===== src/rtl/ffra_pkg.sv =====
// Shared types and constants for the first-fit region allocator.
// Payload structs, command and status codes and sequencer states; no dependencies.
`timescale 1ns / 1ps
`default_nettype none

package ffra_pkg;

   localparam int ADDR_WIDTH  = 20;
   localparam int SIZE_WIDTH  = 16;
   localparam int CMD_WIDTH   = 2;
   localparam int STAT_WIDTH  = 3;
   localparam int MAX_REGIONS = 16;

   localparam logic [CMD_WIDTH-1:0] CMD_ALLOC   = 2'd0;
   localparam logic [CMD_WIDTH-1:0] CMD_REALLOC = 2'd1;
   localparam logic [CMD_WIDTH-1:0] CMD_RECLAIM = 2'd2;
   localparam logic [CMD_WIDTH-1:0] CMD_REWIND  = 2'd3;

   localparam logic [STAT_WIDTH-1:0] ST_OK          = 3'd0;
   localparam logic [STAT_WIDTH-1:0] ST_UNKNOWN     = 3'd1;
   localparam logic [STAT_WIDTH-1:0] ST_TABLE_FULL  = 3'd2;
   localparam logic [STAT_WIDTH-1:0] ST_POOL_EMPTY  = 3'd3;
   localparam logic [STAT_WIDTH-1:0] ST_BAD_REALLOC = 3'd4;

   typedef struct packed {
      logic [CMD_WIDTH-1:0]  cmd;
      logic [SIZE_WIDTH-1:0] req_bytes;
      logic [ADDR_WIDTH-1:0] handle;
   } req_item_type;

   typedef struct packed {
      logic [ADDR_WIDTH-1:0] base_addr;
      logic [ADDR_WIDTH-1:0] copy_from;
      logic [SIZE_WIDTH-1:0] copy_len;
      logic [STAT_WIDTH-1:0] status;
   } rsp_item_type;

   typedef enum logic [1:0] {
      S_IDLE,
      S_FIND,
      S_GRANT,
      S_DONE
   } state_type;

endpackage

`default_nettype wire


===== src/rtl/ffra_ram.sv =====
// Generic single-write, single-read RAM with registered read data.
// Used for the region base and capacity tables; no dependencies.
`timescale 1ns / 1ps
`default_nettype none

module ffra_ram #(
   parameter int WIDTH = 8,
   parameter int DEPTH = 16
) (
   input  wire logic                     clock,
   input  wire logic                     wr_en,
   input  wire logic [$clog2(DEPTH)-1:0] wr_addr,
   input  wire logic [WIDTH-1:0]         wr_data,
   input  wire logic [$clog2(DEPTH)-1:0] rd_addr,
   output logic      [WIDTH-1:0]         rd_data
);

   logic [WIDTH-1:0] mem_ff [DEPTH];
   logic [WIDTH-1:0] rd_data_ff;

   always_ff @(posedge clock) begin
      if (wr_en) begin
         mem_ff[wr_addr] <= wr_data;
      end
      rd_data_ff <= mem_ff[rd_addr];
   end

   assign rd_data = rd_data_ff;

endmodule

`default_nettype wire


===== src/rtl/first_fit_region_allocator.sv =====
// First-fit region allocator: top level with sequencer and region tables.
// Depends on ffra_pkg and ffra_ram.
//
// Usage:
//  - req channel (req_valid/req_stall/req_item) carries one command per item:
//    alloc, realloc, reclaim or rewind. rsp channel returns exactly one item
//    per command with base, copy source, copy length and status.
//  - Commands are handled one at a time; req_stall is high while a command is
//    being worked on. A finished result sits in the output register, and the
//    next command is taken while it waits there.
//  - Alloc, reclaim and realloc scan the table through the read ports of the
//    base and capacity RAMs, one entry per cycle. Alloc runs a grant scan,
//    reclaim a lookup scan, and realloc a lookup scan and then a grant scan.
//    Rewind clears the active bits without a scan.
//  - Reset clears the active bits, the region count and the bump pointer.
//    The base and capacity tables are not cleared; only appended entries
//    are ever read.
//  - While rsp_stall is high the result holds; a finished next command waits
//    in its done state until the output register is free.
`timescale 1ns / 1ps
`default_nettype none

module first_fit_region_allocator #(
   parameter int MAX_REGIONS = ffra_pkg::MAX_REGIONS
) (
   input  wire logic                   clock,
   input  wire logic                   reset,
   input  wire logic                   req_valid,
   output logic                        req_stall,
   input  wire ffra_pkg::req_item_type req_item,
   output logic                        rsp_valid,
   input  wire logic                   rsp_stall,
   output ffra_pkg::rsp_item_type      rsp_item
);

   localparam int AW    = ffra_pkg::ADDR_WIDTH;
   localparam int SW    = ffra_pkg::SIZE_WIDTH;
   localparam int IW    = $clog2(MAX_REGIONS);
   localparam int CW    = $clog2(MAX_REGIONS + 1);
   localparam int SUM_W = ((AW + 1 > SW) ? AW + 1 : SW) + 1;

   localparam logic [SUM_W-1:0] POOL_LIMIT = SUM_W'(1) << AW;

   ffra_pkg::state_type state_ff, state_in;

   logic [ffra_pkg::CMD_WIDTH-1:0] cmd_ff, cmd_in;
   logic [SW-1:0]                  req_ff, req_in;
   logic [AW-1:0]                  handle_ff, handle_in;

   logic [CW-1:0]          rd_idx_ff, rd_idx_in;
   logic                   pend_ff, pend_in;
   logic [IW-1:0]          pend_idx_ff, pend_idx_in;
   logic [IW-1:0]          fidx_ff, fidx_in;
   logic [SW-1:0]          fcap_ff, fcap_in;
   logic [MAX_REGIONS-1:0] active_ff, active_in;
   logic [CW-1:0]          count_ff, count_in;
   logic [AW:0]            bump_ff, bump_in;

   ffra_pkg::rsp_item_type res_ff, res_in;
   ffra_pkg::rsp_item_type rsp_data_ff, rsp_data_in;
   logic                   rsp_valid_ff, rsp_valid_in;

   logic          ram_we;
   logic [AW-1:0] base_rd;
   logic [SW-1:0] cap_rd;

   logic             req_take, rsp_free;
   logic             more, find_hit, grant_hit, hit, scan_miss, issue;
   logic             realloc_ok, table_full, pool_ok;
   logic [SUM_W-1:0] sum;

   // Region tables: written on append at count_ff, read at the scan pointer
   ffra_ram #(
      .WIDTH(AW),
      .DEPTH(MAX_REGIONS)
   ) u_base_ram (
      .clock  (clock),
      .wr_en  (ram_we),
      .wr_addr(count_ff[IW-1:0]),
      .wr_data(bump_ff[AW-1:0]),
      .rd_addr(rd_idx_ff[IW-1:0]),
      .rd_data(base_rd)
   );

   ffra_ram #(
      .WIDTH(SW),
      .DEPTH(MAX_REGIONS)
   ) u_cap_ram (
      .clock  (clock),
      .wr_en  (ram_we),
      .wr_addr(count_ff[IW-1:0]),
      .wr_data(req_ff),
      .rd_addr(rd_idx_ff[IW-1:0]),
      .rd_data(cap_rd)
   );

   // Scan and compare logic shared by the lookup and grant passes
   always_comb begin
      req_take   = req_valid && (state_ff == ffra_pkg::S_IDLE);
      rsp_free   = !rsp_valid_ff || !rsp_stall;
      more       = rd_idx_ff < count_ff;
      find_hit   = pend_ff && (base_rd == handle_ff);
      grant_hit  = pend_ff && !active_ff[pend_idx_ff] && (cap_rd >= req_ff);
      hit        = (state_ff == ffra_pkg::S_FIND) ? find_hit : grant_hit;
      scan_miss  = !pend_ff && !more;
      issue      = more && !hit;
      realloc_ok = active_ff[pend_idx_ff] && (cap_rd <= req_ff);
      table_full = count_ff == CW'(MAX_REGIONS);
      sum        = SUM_W'(bump_ff) + SUM_W'(req_ff);
      pool_ok    = sum <= POOL_LIMIT;
   end

   // Next state
   always_comb begin
      state_in = state_ff;
      case (state_ff)
         ffra_pkg::S_IDLE: begin
            if (req_valid) begin
               case (req_item.cmd)
                  ffra_pkg::CMD_REWIND: state_in = ffra_pkg::S_DONE;
                  ffra_pkg::CMD_ALLOC:  state_in = ffra_pkg::S_GRANT;
                  default:              state_in = ffra_pkg::S_FIND;
               endcase
            end
         end
         ffra_pkg::S_FIND: begin
            if (find_hit) begin
               if (cmd_ff == ffra_pkg::CMD_REALLOC && realloc_ok) begin
                  state_in = ffra_pkg::S_GRANT;
               end else begin
                  state_in = ffra_pkg::S_DONE;
               end
            end else if (scan_miss) begin
               state_in = ffra_pkg::S_DONE;
            end
         end
         ffra_pkg::S_GRANT: begin
            if (grant_hit || scan_miss) begin
               state_in = ffra_pkg::S_DONE;
            end
         end
         ffra_pkg::S_DONE: begin
            if (rsp_free) begin
               state_in = ffra_pkg::S_IDLE;
            end
         end
         default: state_in = ffra_pkg::S_IDLE;
      endcase
   end

   // Datapath and table updates
   always_comb begin
      cmd_in       = cmd_ff;
      req_in       = req_ff;
      handle_in    = handle_ff;
      rd_idx_in    = rd_idx_ff;
      pend_in      = 1'b0;
      pend_idx_in  = pend_idx_ff;
      fidx_in      = fidx_ff;
      fcap_in      = fcap_ff;
      active_in    = active_ff;
      count_in     = count_ff;
      bump_in      = bump_ff;
      res_in       = res_ff;
      rsp_data_in  = rsp_data_ff;
      rsp_valid_in = rsp_valid_ff && rsp_stall;
      ram_we       = 1'b0;

      case (state_ff)
         ffra_pkg::S_IDLE: begin
            if (req_take) begin
               cmd_in    = req_item.cmd;
               req_in    = req_item.req_bytes;
               handle_in = req_item.handle;
               rd_idx_in = '0;
               res_in    = '0;
               if (req_item.cmd == ffra_pkg::CMD_REWIND) begin
                  active_in = '0;
               end
            end
         end
         ffra_pkg::S_FIND: begin
            pend_in     = issue;
            pend_idx_in = rd_idx_ff[IW-1:0];
            if (issue) begin
               rd_idx_in = rd_idx_ff + CW'(1);
            end
            if (find_hit) begin
               fidx_in = pend_idx_ff;
               fcap_in = cap_rd;
               if (cmd_ff == ffra_pkg::CMD_RECLAIM) begin
                  active_in[pend_idx_ff] = 1'b0;
               end else if (realloc_ok) begin
                  // free the old region, then rescan from the top
                  active_in[pend_idx_ff] = 1'b0;
                  rd_idx_in = '0;
                  pend_in   = 1'b0;
               end else begin
                  res_in.status = ffra_pkg::ST_BAD_REALLOC;
               end
            end else if (scan_miss) begin
               res_in.status = ffra_pkg::ST_UNKNOWN;
            end
         end
         ffra_pkg::S_GRANT: begin
            pend_in     = issue;
            pend_idx_in = rd_idx_ff[IW-1:0];
            if (issue) begin
               rd_idx_in = rd_idx_ff + CW'(1);
            end
            if (grant_hit) begin
               active_in[pend_idx_ff] = 1'b1;
               res_in.base_addr = base_rd;
               if (cmd_ff == ffra_pkg::CMD_REALLOC) begin
                  res_in.copy_from = handle_ff;
                  res_in.copy_len  = fcap_ff;
               end
            end else if (scan_miss) begin
               if (table_full || !pool_ok) begin
                  res_in.status = table_full ? ffra_pkg::ST_TABLE_FULL
                                             : ffra_pkg::ST_POOL_EMPTY;
                  if (cmd_ff == ffra_pkg::CMD_REALLOC) begin
                     active_in[fidx_ff] = 1'b1;
                  end
               end else begin
                  // append a new region at the bump pointer
                  ram_we = 1'b1;
                  active_in[count_ff[IW-1:0]] = 1'b1;
                  count_in = count_ff + CW'(1);
                  bump_in  = sum[AW:0];
                  res_in.base_addr = bump_ff[AW-1:0];
                  if (cmd_ff == ffra_pkg::CMD_REALLOC) begin
                     res_in.copy_from = handle_ff;
                     res_in.copy_len  = fcap_ff;
                  end
               end
            end
         end
         ffra_pkg::S_DONE: begin
            if (rsp_free) begin
               rsp_valid_in = 1'b1;
               rsp_data_in  = res_ff;
            end
         end
         default: ;
      endcase
   end

   always_ff @(posedge clock) begin
      if (reset) begin
         state_ff     <= ffra_pkg::S_IDLE;
         pend_ff      <= 1'b0;
         active_ff    <= '0;
         count_ff     <= '0;
         bump_ff      <= '0;
         rsp_valid_ff <= 1'b0;
      end else begin
         state_ff     <= state_in;
         pend_ff      <= pend_in;
         active_ff    <= active_in;
         count_ff     <= count_in;
         bump_ff      <= bump_in;
         rsp_valid_ff <= rsp_valid_in;
      end
   end

   always_ff @(posedge clock) begin
      cmd_ff      <= cmd_in;
      req_ff      <= req_in;
      handle_ff   <= handle_in;
      rd_idx_ff   <= rd_idx_in;
      pend_idx_ff <= pend_idx_in;
      fidx_ff     <= fidx_in;
      fcap_ff     <= fcap_in;
      res_ff      <= res_in;
      rsp_data_ff <= rsp_data_in;
   end

   assign req_stall = state_ff != ffra_pkg::S_IDLE;
   assign rsp_valid = rsp_valid_ff;
   assign rsp_item  = rsp_data_ff;

   a_count_range: assert property (@(posedge clock) disable iff (reset)
      count_ff <= CW'(MAX_REGIONS))
      else $error("region count beyond table depth");

   a_bump_range: assert property (@(posedge clock) disable iff (reset)
      bump_ff <= {1'b1, {AW{1'b0}}})
      else $error("bump pointer beyond pool");

   a_busy_after_take: assert property (@(posedge clock) disable iff (reset)
      req_valid && !req_stall |=> state_ff != ffra_pkg::S_IDLE)
      else $error("accepted item left no work");

   a_append_only_on_miss: assert property (@(posedge clock) disable iff (reset)
      ram_we |-> state_ff == ffra_pkg::S_GRANT && !table_full && pool_ok)
      else $error("table append outside a grant miss");

endmodule

`default_nettype wire


===== config.mk =====
export PLATFORM = sky130hd
export DESIGN_NAME = first_fit_region_allocator
export DESIGN_NICKNAME = d
export VERILOG_FILES = /design/src/rtl/ffra_pkg.sv /design/src/rtl/ffra_ram.sv /design/src/rtl/first_fit_region_allocator.sv
export SDC_FILE = /design/constraint.sdc
export NUM_CORES = 1
export LEC_CHECK = 0
export ABC_AREA = 1
export CAP_MARGIN = 0
export CORE_UTILIZATION = 58
export CTS_BUF_LIST = sky130_fd_sc_hd__clkbuf_8
export DETAILED_ROUTE_END_ITERATION = 16
export DONT_BUFFER_PORTS = 1
export PLACE_DENSITY = 0.72
export SKIP_LAST_GASP = 1
export SLEW_MARGIN = 20
export SYNTH_ARGS = -nofsm -noshare
export SYNTH_HDL_FRONTEND = slang
export SYNTH_HIERARCHICAL = 1
export SYNTH_SLANG_ARGS = --single-unit

===== constraint.sdc =====
create_clock -name clock -period 11.05 [get_ports clock]
set_input_delay 0.5525 -clock clock [delete_from_list [all_inputs] [get_ports clock]]
set_output_delay 0.5525 -clock clock [all_outputs]
set_load 0.01 [all_outputs]

Word level (Yosys, flattened, before mapping)
Memory sizes are Yosys's and may differ from the RTL's. A register that Yosys moved wholly into a read port is not among the register bits.
Cells that the tools add are included.
- RAM bits: 576
- flip-flop bits (word level): 231
- output and inout port bits: 61
- memories: 2
- logic and storage cells: 163
- equal/unequal tests: 24
- muxes and demuxes: 59
- bitwise gates (word level): 7
- add/subtract/negate cells: 3
- $lt $le $gt $ge: 10
- reductions and logical operators: 37
- memories (name ; depth ; bits a word ; read ports ; clocked after memory_dff ; write ports ; RTL line ; RTL):
    u_base_ram.mem_ff ; 16 ; 20 ; 1 ; 1 ; 1 ; ffra_ram.sv:18 ; logic [WIDTH-1:0] mem_ff [DEPTH];
    u_cap_ram.mem_ff ; 16 ; 16 ; 1 ; 1 ; 1 ; ffra_ram.sv:18 ;
- operators by type and width (kind ; count):
    16-bit 2-to-1 mux ; 9
    59-bit 2-to-1 mux ; 2
    56-bit 2-to-1 mux ; 2
    56-bit one-hot mux with 2 select lines ; 1
    16-bit OR ; 3
    16-bit one-hot mux with 3 select lines ; 1
    36-bit 2-to-1 mux ; 1
    5-bit 2-to-1 mux ; 5
    21-bit by 16-bit adder with 22-bit output ; 1
    22-bit by 21-bit <= comparator with 1-bit output, second input constant ; 1
    20-bit == test ; 1
    1-bit 2-to-1 mux ; 18
    3-bit 2-to-1 mux ; 6
    16-bit AND ; 1
    16-bit greater-or-equal comparator ; 1
    16-bit <= comparator ; 1
    2-bit != test, second input constant ; 8
    16-bit inverter ; 1
    4-bit by 5-bit < comparator with 1-bit output, second input constant ; 3
    3-bit != test, second input constant ; 5
    5-bit one-hot mux with 3 select lines ; 1
    1-bit demux with 4-bit select ; 3
    4-bit by 1-bit greater-or-equal comparator with 1-bit output, second input constant ; 3
    1-bit logical AND ; 12
    other kinds (25) ; 50

Logic depth before layout (Yosys ltp)
Gate-level depths: netlist of run 1.
- word-level depth: 13
- gate-level depth with buffers: 26
- gate-level depth less buffers: 26

Hierarchy
Netlist of run 1, hierarchy kept.
- by module, submodules not included (module ; area an instance (µm²) ; cells an instance ; sequential area each (µm²) ; instances):
    ffra_ram at u_base_ram ; 14192.4 ; 1336 ; 10009.6 ; 1
    first_fit_region_allocator ; 11827.6 ; 1304 ; 6476.2 ; 1
    ffra_ram at u_cap_ram ; 11380.9 ; 1074 ; 8007.7 ; 1

Worst setup path before layout of run 1
OpenSTA, ideal clock, no wires.
- path type: register to register
- start: register req_ff[0]
- end: memory u_base_ram/mem_ff[12][0] in the netlist's numbering, enable pin
- cell stages (with the launch flop): 20
- setup slack: 6.880 ns
- buffers on the path: 1
- arrival time: 3.774 ns
- cell sequence: edfxtp_1 ha_1 fa_1 or2_2 nor2_1 nand3_1 nor2_1 nand2_1 nor2_1 nand3_1 nor2_1 nand2_1 nand2_2 nand2_4 inv_4 nand3_4 inv_2 buf_4 nand3_1 nor2_1
- longest elaborated chain between the ends: 10
- RTL lines (item ; RTL line ; RTL):
    start: declaration ; first_fit_region_allocator.sv:47 ; logic [SW-1:0] req_ff, req_in;
    start signal: assignment ; first_fit_region_allocator.sv:269 ; req_ff <= req_in;
    21-bit by 16-bit adder with 22-bit output ; first_fit_region_allocator.sv:109 ; sum = SUM_W'(bump_ff) + SUM_W'(req_ff);
    net sum[1] ; first_fit_region_allocator.sv:70 ; logic [SUM_W-1:0] sum;
    22-bit by 21-bit <= comparator with 1-bit output ; first_fit_region_allocator.sv:110 ; pool_ok = sum <= POOL_LIMIT;
    1-bit zero test ; first_fit_region_allocator.sv:219 ; if (table_full || !pool_ok) begin
    1-bit logical OR ; first_fit_region_allocator.sv:219 ;
    1-bit 2-to-1 mux ; first_fit_region_allocator.sv:219 ;
    1-bit 2-to-1 mux ; first_fit_region_allocator.sv:218 ; end else if (scan_miss) begin
    1-bit 2-to-1 mux ; first_fit_region_allocator.sv:211 ; if (grant_hit) begin
    1-bit 2-to-1 mux ; first_fit_region_allocator.sv:169 ; case (state_ff)
    net ram_we ; first_fit_region_allocator.sv:63 ; logic ram_we;
    1-bit 2-to-1 mux ; ffra_ram.sv:22 ; if (wr_en) begin
    1-bit 2-to-1 mux (not written as such) ; ffra_ram.sv:23 ; mem_ff[wr_addr] <= wr_data;
    end: declaration ; ffra_ram.sv:18 ;
The timed path passes the listed nets, and every way through them passes these cells.

Worst setup path after layout of run 1
- start: register req_ff[0]
- end: memory u_cap_ram/mem_ff[13][11] in the netlist's numbering, enable pin
- longest elaborated chain between the ends: 10
- RTL lines (item ; RTL line):
    21-bit by 16-bit adder with 22-bit output ; first_fit_region_allocator.sv:109
    net sum[1] ; first_fit_region_allocator.sv:70
    22-bit by 21-bit <= comparator with 1-bit output ; first_fit_region_allocator.sv:110
    1-bit zero test ; first_fit_region_allocator.sv:219
    1-bit logical OR ; first_fit_region_allocator.sv:219
    1-bit 2-to-1 mux ; first_fit_region_allocator.sv:219
    1-bit 2-to-1 mux ; first_fit_region_allocator.sv:218
    1-bit 2-to-1 mux ; first_fit_region_allocator.sv:211
    1-bit 2-to-1 mux ; first_fit_region_allocator.sv:169
    1-bit 2-to-1 mux ; ffra_ram.sv:22
    1-bit 2-to-1 mux (not written as such) ; ffra_ram.sv:23
    end: declaration ; ffra_ram.sv:18
The timed path passes the listed nets, and every way through them passes these cells.

==> impl_metrics.py, run 1 <==
metrics = {
    "finish": {
        "area_growth_pct": 9.782,
        "final_layout_size_suffix_gt1_frac": 0.08067,
        "layout.nets": 3885,
    },
    "clock_tree": {
        "cts_root_buf": "clkbuf_8",
        "cts.clk_slew.worst_paths_ns": 0.06,
        "cts_buffer_depth": 3,
        "clock_latency_ns": 0.79,
        "cts_tree": "done",
        "cts_buffers": 139,
        "cts_setup_buffers": 0,
        "post_cts_resized": 0,
        "clock_sinks": 843,
        "htreeDepth": 4,
    },
    "timing": {
        "setup_tns_ns": 0,
        "finalCriticalPeriod_ns": 5.610,
        "hold_viol": 0,
        "maxSlewViolCount": 0,
        "tightest_slew_ns": 1.158,
        "hold-worst-slack_ns": 0.1749,
        "grt_setup_unrepaired": "no",
        "fin_crit_sh": 0.5077,
        "max_freq_ghz": 0.1783,
        "setup_violations": 0,
        "slew-limit-headroom": 0.2277,
        "clock-skew-final_ns": 0.04725,
    },
    "grt": {
        "antenna_found_initial": 2,
        "use_met1": 0.3905,
        "met2_usage": 0.4496,
        "grt_pass1_wl_um": 141200,
        "use_met3": 0.04793,
        "grt.busiest_layer": "met2",
        "grt_pass1_vias": 24740,
        "grt_overflow": 0,
        "grt_util_all_layers": 0.2830,
        "grt_max_degree": 151,
    },
    "critical_path": {
        "cp.arrival_ns": 6.08,
        "cpPeakStageDelay_ns": 0.86,
        "path_class": "reg2reg",
        "required_ns": 11.52,
        "endpoint_kind": "flip-flop",
        "crit_fanout": 32,
        "crit_path_frequent_cell": "nor2_1",
        "crit_chain": "ha_1 > fa_1 > or2_2 > nor2_1 > nand3_1 > nor2_1 > nand2_1 > nor2_1 > nand3_1 > nor2_1 > nand2_1 > nand2_2 > nand2_4 > inv_4 > nand3_4 > inv_2 > nand3_1 > nor2_1 > buf_4",
        "cp_slowest_cell": "edfxtp_1",
        "startpoint": "req_ff[0]",
        "r2r_start": "req_ff[0]",
        "cp-start-kind": "flip-flop",
    },
    "synth": {
        "yosys_register_bits": 843,
        "synth_top_area_cell": "edfxtp_1",
        "synthArstFlopShare": 0,
        "yosysMostFrequentCell": "nand2_1",
        "yosys-top-cells-area": "edfxtp_1 61%, nand2_1 10%, nand3_1 6.8%",
        "synth_cells": 3714,
        "synth_top_cells_by_count": "1,019 x nand2_1, 761 x edfxtp_1, 612 x inv_1",
        "ys.flop_type": "edfxtp_1",
        "synth_area_per_cell_um2": 10.07,
        "synth_area_mm2": 0.03740,
        "synth_cell_types": 49,
        "yosysSeqAreaShare": 0.6549,
        "synth_edf_count": 761,
        "yosysTopAreaCellShare": 0.6110,
        "yosys_warnings": 6,
        "synth_fp_nets": 3805,
    },
    "floorplanning": {
        "ioPinCount": 103,
        "initial_core_util": 0.5897,
        "die_area_mm2": 0.06550,
        "die_y_um": 255.9,
        "die_width_um": 255.9,
        "rows": 92,
        "core_mm2": 0.06343,
    },
    "power": {
        "swShare": 0.3811,
        "switchingPower_w": 0.003832,
        "power.static_leakage_nw": 17.34,
        "clockPowerShare": 0.251,
        "seq_power_share": 0.455,
        "power_density_mw_per_mm2": 244.9,
        "ir_drop_uv": 140.6,
        "pwr-share-comb": 0.294,
        "power.internal_w": 0.006224,
    },
    "routing": {
        "drtIter0Drc": 2841,
        "drc_errors": 0,
        "routed_wl_um": 92070,
        "vias": 25960,
        "dr.pass1.iters": 6,
        "post_drt_wl_per_cell_um": 19.37,
        "vias_per_cell": 5.463,
        "antenna_left": 0,
    },
    "place": {
        "place_congestion": 0.9117,
        "io_buffers": 0,
        "dp.final_hpwl_um": 55360,
    },
    "outcome": {
        "status": "complete, no violations",
    },
    "min_path": {
        "hp-start": "req_item[37]",
        "hold_class": "in2reg",
    },
    "job": {
        "drv_cap": 0,
    },
}
==> stage by stage <==
stage,setup WS (ns),std cells,instance area (um2),util,total power (W)
global route,5.062,4752,41060,0.6474,0.01057
CTS,5.499,4751,41040,0.6470,0.01006
global placement,5.730,4457,38050,0.5999,0.007475
floorplan,6.880,3714,37400,-,0.006523
detailed placement,5.542,4457,38050,0.5999,0.007535
finish,5.440,4752,41060,0.6474,0.01006
==> sequential cells by signal, summed over array words and instances (netlist names), 16 cells and up <==
| register | cells |
|---|---|
| u_cap_ram/mem_ff | 256 |
| u_base_ram/mem_ff | 320 |
| bump_ff | 21 |
| u_base_ram/rd_data | 20 |
| u_cap_ram/rd_data | 16 |
| req_ff | 16 |
| handle_ff | 20 |
| rsp_item | 59 |
| res_ff | 59 |
| fcap_ff | 16 |
| active_ff | 16 |
==> final timing paths <==
kind         cells past startpoint                  endpoint  slack [ns]
min reg2reg                      0              rsp_item[39]        0.42
min                              5               state_ff[0]        0.17
max reg2reg                     19  u_cap_ram/mem_ff[13][11]        5.44
max                             19  u_cap_ram/mem_ff[13][11]        5.44
==> cells in the final DEF, fill, tap and decap left out, types with 3 or more instances in the layout <==
cell type,instances
dfxtp_1,82
edfxtp_1,761
dlygate4sd3_1,41
inv_8,3
nand4_1,12
clkinv_2,12
a21oi_2,13
nand2_1,1019
nor2_4,6
inv_6,4
nand3_2,4
ha_1,47
nor2_1,165
nor4_1,7
clkbuf_8,147
inv_1,665
inv_2,9
nand3_1,505
nor2_2,22
buf_4,50
nand3b_1,10
a21oi_1,80
clkinvlp_4,4
nor3b_1,3
nor3_1,16
o21bai_1,7
nand2_2,25
xor2_1,15
clkinv_1,26
o22ai_1,4
o21ai_0,108
==> repair_timing <==
| item | in CTS | in global routing |
|---|---|---|
| setup endpoints to repair | 0 | 0 |
| endpoints found under the hold margin | 70 | 0 |
| hold buffers | 42 | 0 |
==> kinds of logic after synthesis <==
family | count (synthesis) | synth area share
xor+xnor | 15 | 0.003513
simple gates | 1803 | 0.2057
buf+inv | 777 | 0.08588
flops | 843 | 0.6549
compound gates | 227 | 0.03342
fa+ha+maj | 49 | 0.01659
==> final cells by class <==
cell class,instances,area [um2]
Antenna cell,1,2.502
Clock buffer,147,2023
Clock inverter,105,530.5
Fill cell,4882,22370
Inverter,623,2345
Multi-Input combinational cell,2094,9781
Sequential cell,843,24490
Tap cell,846,1059
Timing Repair Buffer,93,825.8
==> layer usage <==
layer	part of all wire	wire length [um]
met1	0.41	38010
met2	0.47	43090
met3	0.088	8134
met4	0.031	2829
met5	0	0
==> critical path: cells and delay by family, from the launching register on <==
family	cells	cell delay, ns
buffers and inverters	3	1.00
adders and majority gates	2	0.78
and+or+nand+nor	14	2.61
DFF	1	0.86
==> power by group through the flow <==
stage / Combinational, W / Sequential [W] / Clock [W]
after global placement: 0.00286 / 0.00462 / 0
after floorplan: 0.00209 / 0.00443 / 0
after global routing: 0.00326 / 0.00462 / 0.00269
final: 0.00296 / 0.00458 / 0.00253
after CTS: 0.00292 / 0.00458 / 0.00256
after detailed placement: 0.00289 / 0.00464 / 0
Power figures use the tool's default switching activity.
==> run 2, diff against run 1 <==
--- a/config.mk
+++ b/config.mk
@@ -11,7 +11,7 @@
 export CTS_BUF_LIST = sky130_fd_sc_hd__clkbuf_8
 export DETAILED_ROUTE_END_ITERATION = 16
 export DONT_BUFFER_PORTS = 1
-export PLACE_DENSITY = 0.72
+export PLACE_DENSITY = 0.74
 export SKIP_LAST_GASP = 1
 export SLEW_MARGIN = 20
 export SYNTH_ARGS = -nofsm -noshare
==> constraint.sdc (replaced) <==
create_clock -name clock -period 4.7 [get_ports clock]
set_input_delay 0.235 -clock clock [delete_from_list [all_inputs] [get_ports clock]]
set_output_delay 0.235 -clock clock [all_outputs]
set_load 0.01 [all_outputs]
==> impl_metrics.py, run 2 (synthesis results as in run 1) <==
metrics = {
    "grt": {
        "grt_util_all_layers": 0.2863,
        "grt_pass1_vias": 25140,
        "grt_pass1_wl_um": 142800,
        "grt_max_degree": 148,
        "grt_overflow": 0,
        "antenna_found_initial": 2,
    },
    "power": {
        "ir_drop_uv": 379.8,
        "power.static_leakage_nw": 17.63,
        "power_density_mw_per_mm2": 576.0,
    },
    "floorplanning": {
        "rows": 92,
        "ioPinCount": 103,
        "core_mm2": 0.06343,
        "die_y_um": 255.9,
        "die_width_um": 255.9,
        "initial_core_util": 0.5897,
        "die_area_mm2": 0.06550,
    },
    "routing": {
        "dr.pass1.iters": 8,
        "antenna_left": 0,
        "post_drt_wl_per_cell_um": 19.48,
        "vias_per_cell": 5.469,
        "routed_wl_um": 93520,
        "drtIter0Drc": 3128,
        "vias": 26260,
        "drc_errors": 0,
    },
    "clock_tree": {
        "cts_buffer_depth": 3,
        "clock_sinks": 843,
        "htreeDepth": 4,
        "cts_buffers": 136,
        "cts_setup_buffers": 0,
        "cts_root_buf": "clkbuf_8",
        "clock_latency_ns": 0.80,
        "cts_tree": "done",
        "cts.clk_slew.worst_paths_ns": 0.06,
    },
    "place": {
        "io_buffers": 0,
        "dp.final_hpwl_um": 59740,
        "place_congestion": 0.9528,
    },
    "critical_path": {
        "crit_fanout": 17,
        "cp_num_buf_inv": 3,
        "cp_slowest_cell": "edfxtp_1",
        "cpPeakStageDelay_ns": 0.60,
        "r2r_start": "req_ff[15]",
        "path_class": "reg2reg",
        "cp-start-kind": "flip-flop",
        "cp.arrival_ns": 4.82,
        "endpoint_kind": "flip-flop",
        "crit_chain": "buf_4 > inv_1 > ha_1 > nand4_1 > nor3_1 > nand4_1 > nand3_1 > nand2_2 > a21oi_1 > o21ai_0 > nor2_1 > nand2_4 > nor2_8 > nand2_2 > a21oi_2 > dlygate4sd3_1",
        "startpoint": "req_ff[15]",
        "required_ns": 5.43,
        "critPathTopFamily": "simple AND/OR/NAND/NOR gates",
    },
    "finish": {
        "layout_commonest_cell": "nand2_1",
        "final_layout_size_suffix_gt1_frac": 0.09284,
        "area_growth_pct": 11.18,
        "reg_top3": "u_base_ram/mem_ff (320), u_cap_ram/mem_ff (256)",
        "layout.nets": 3938,
        "ff_latch_area_mm2": 0.02449,
        "fillers": 4915,
        "regMostFlops": "u_base_ram/mem_ff",
        "final_cell_mix": "1,018 x nand2_1, 761 x edfxtp_1, 657 x inv_1",
        "largest_reg_flops": 320,
        "multiInputGateArea_mm2": 0.009754,
    },
    "timing": {
        "fin_crit_sh": 0.8696,
        "grt_setup_unrepaired": "no",
        "finalCriticalPeriod_ns": 4.087,
        "setup_violations": 0,
        "clock-skew-final_ns": 0.04359,
        "slew-limit-headroom": 0.2815,
        "setup_tns_ns": 0,
        "tightest_slew_ns": 1.076,
        "max_freq_ghz": 0.2447,
        "hold-worst-slack_ns": 0.07422,
        "maxSlewViolCount": 0,
        "hold_viol": 0,
    },
    "outcome": {
        "status": "complete, no violations",
    },
    "job": {
        "drv_cap": 0,
    },
    "min_path": {
        "hold_class": "in2reg",
        "hp-start": "req_item[10]",
    },
}
-- run 2: cell count changes in the layout (fill, tap and decap cells not counted), sizes merged --
| cell | before | now |
|---|---|---|
| clkinv | 39 | 43 |
| inv | 683 | 673 |
| diode | 1 | 2 |
| dlygate4sd3 | 41 | 42 |
| bufinv | 2 | 3 |
| buf | 52 | 107 |
| clkbuf | 147 | 144 |
-- run 2: final timing paths --
kind / to / slack, ns / cells past startpoint
max: active_ff[14] / 0.61 / 16
min: handle_ff[10] / 0.07 / 1
max reg2reg: active_ff[14] / 0.61 / 16
min reg2reg: rsp_item[41] / 0.41 / 0
-- run 2: report_power, final --
part	switching (W)	total (W)	internal (W)
combinational	0.00568	0.00773	0.00205
clock	0.00288	0.00590	0.00302
sequential	0.000608	0.0103	0.00972
-- run 2: stage by stage --
step             util  area, um2  total power, W  setup slack, ns  std cells
2_1_floorplan       -      37400         0.01534           0.5298       3714
3_3_place_gp   0.6087      38610         0.01786           0.8217       4512
3_5_place_dp   0.6087      38610         0.01801           0.8247       4512
4_1_cts        0.6555      41580         0.02390           0.6734       4799
5_1_grt        0.6556      41580         0.02509           0.2724       4801
6_report       0.6556      41580         0.02395           0.6129       4801
-- run 2: metal layers --
layer  vias to the layer above  share of wire  global-route usage
li1                      12440              -                   -
met1                     12290           0.40              0.3865
met2                      1339           0.47              0.4566
met3                       195          0.096             0.06080
met4                         2          0.032              0.1103
met5                         -        0.00016                   0
-- run 2: layout make-up --
| class | count | area share |
|---|---|---|
| Antenna cell | 2 | 0.0001204 |
| Clock buffer | 144 | 0.04766 |
| Clock inverter | 100 | 0.01315 |
| Inverter | 623 | 0.05639 |
| Multi-Input combinational cell | 2094 | 0.2346 |
| Sequential cell | 843 | 0.5890 |
| Tap cell | 846 | 0.02546 |
| Timing Repair Buffer | 149 | 0.03364 |
-- run 2: timing repair --
action	in CTS	in global routing
hold buffers	43	0
gates resized for setup	0	0
endpoints found under the hold margin	89	0
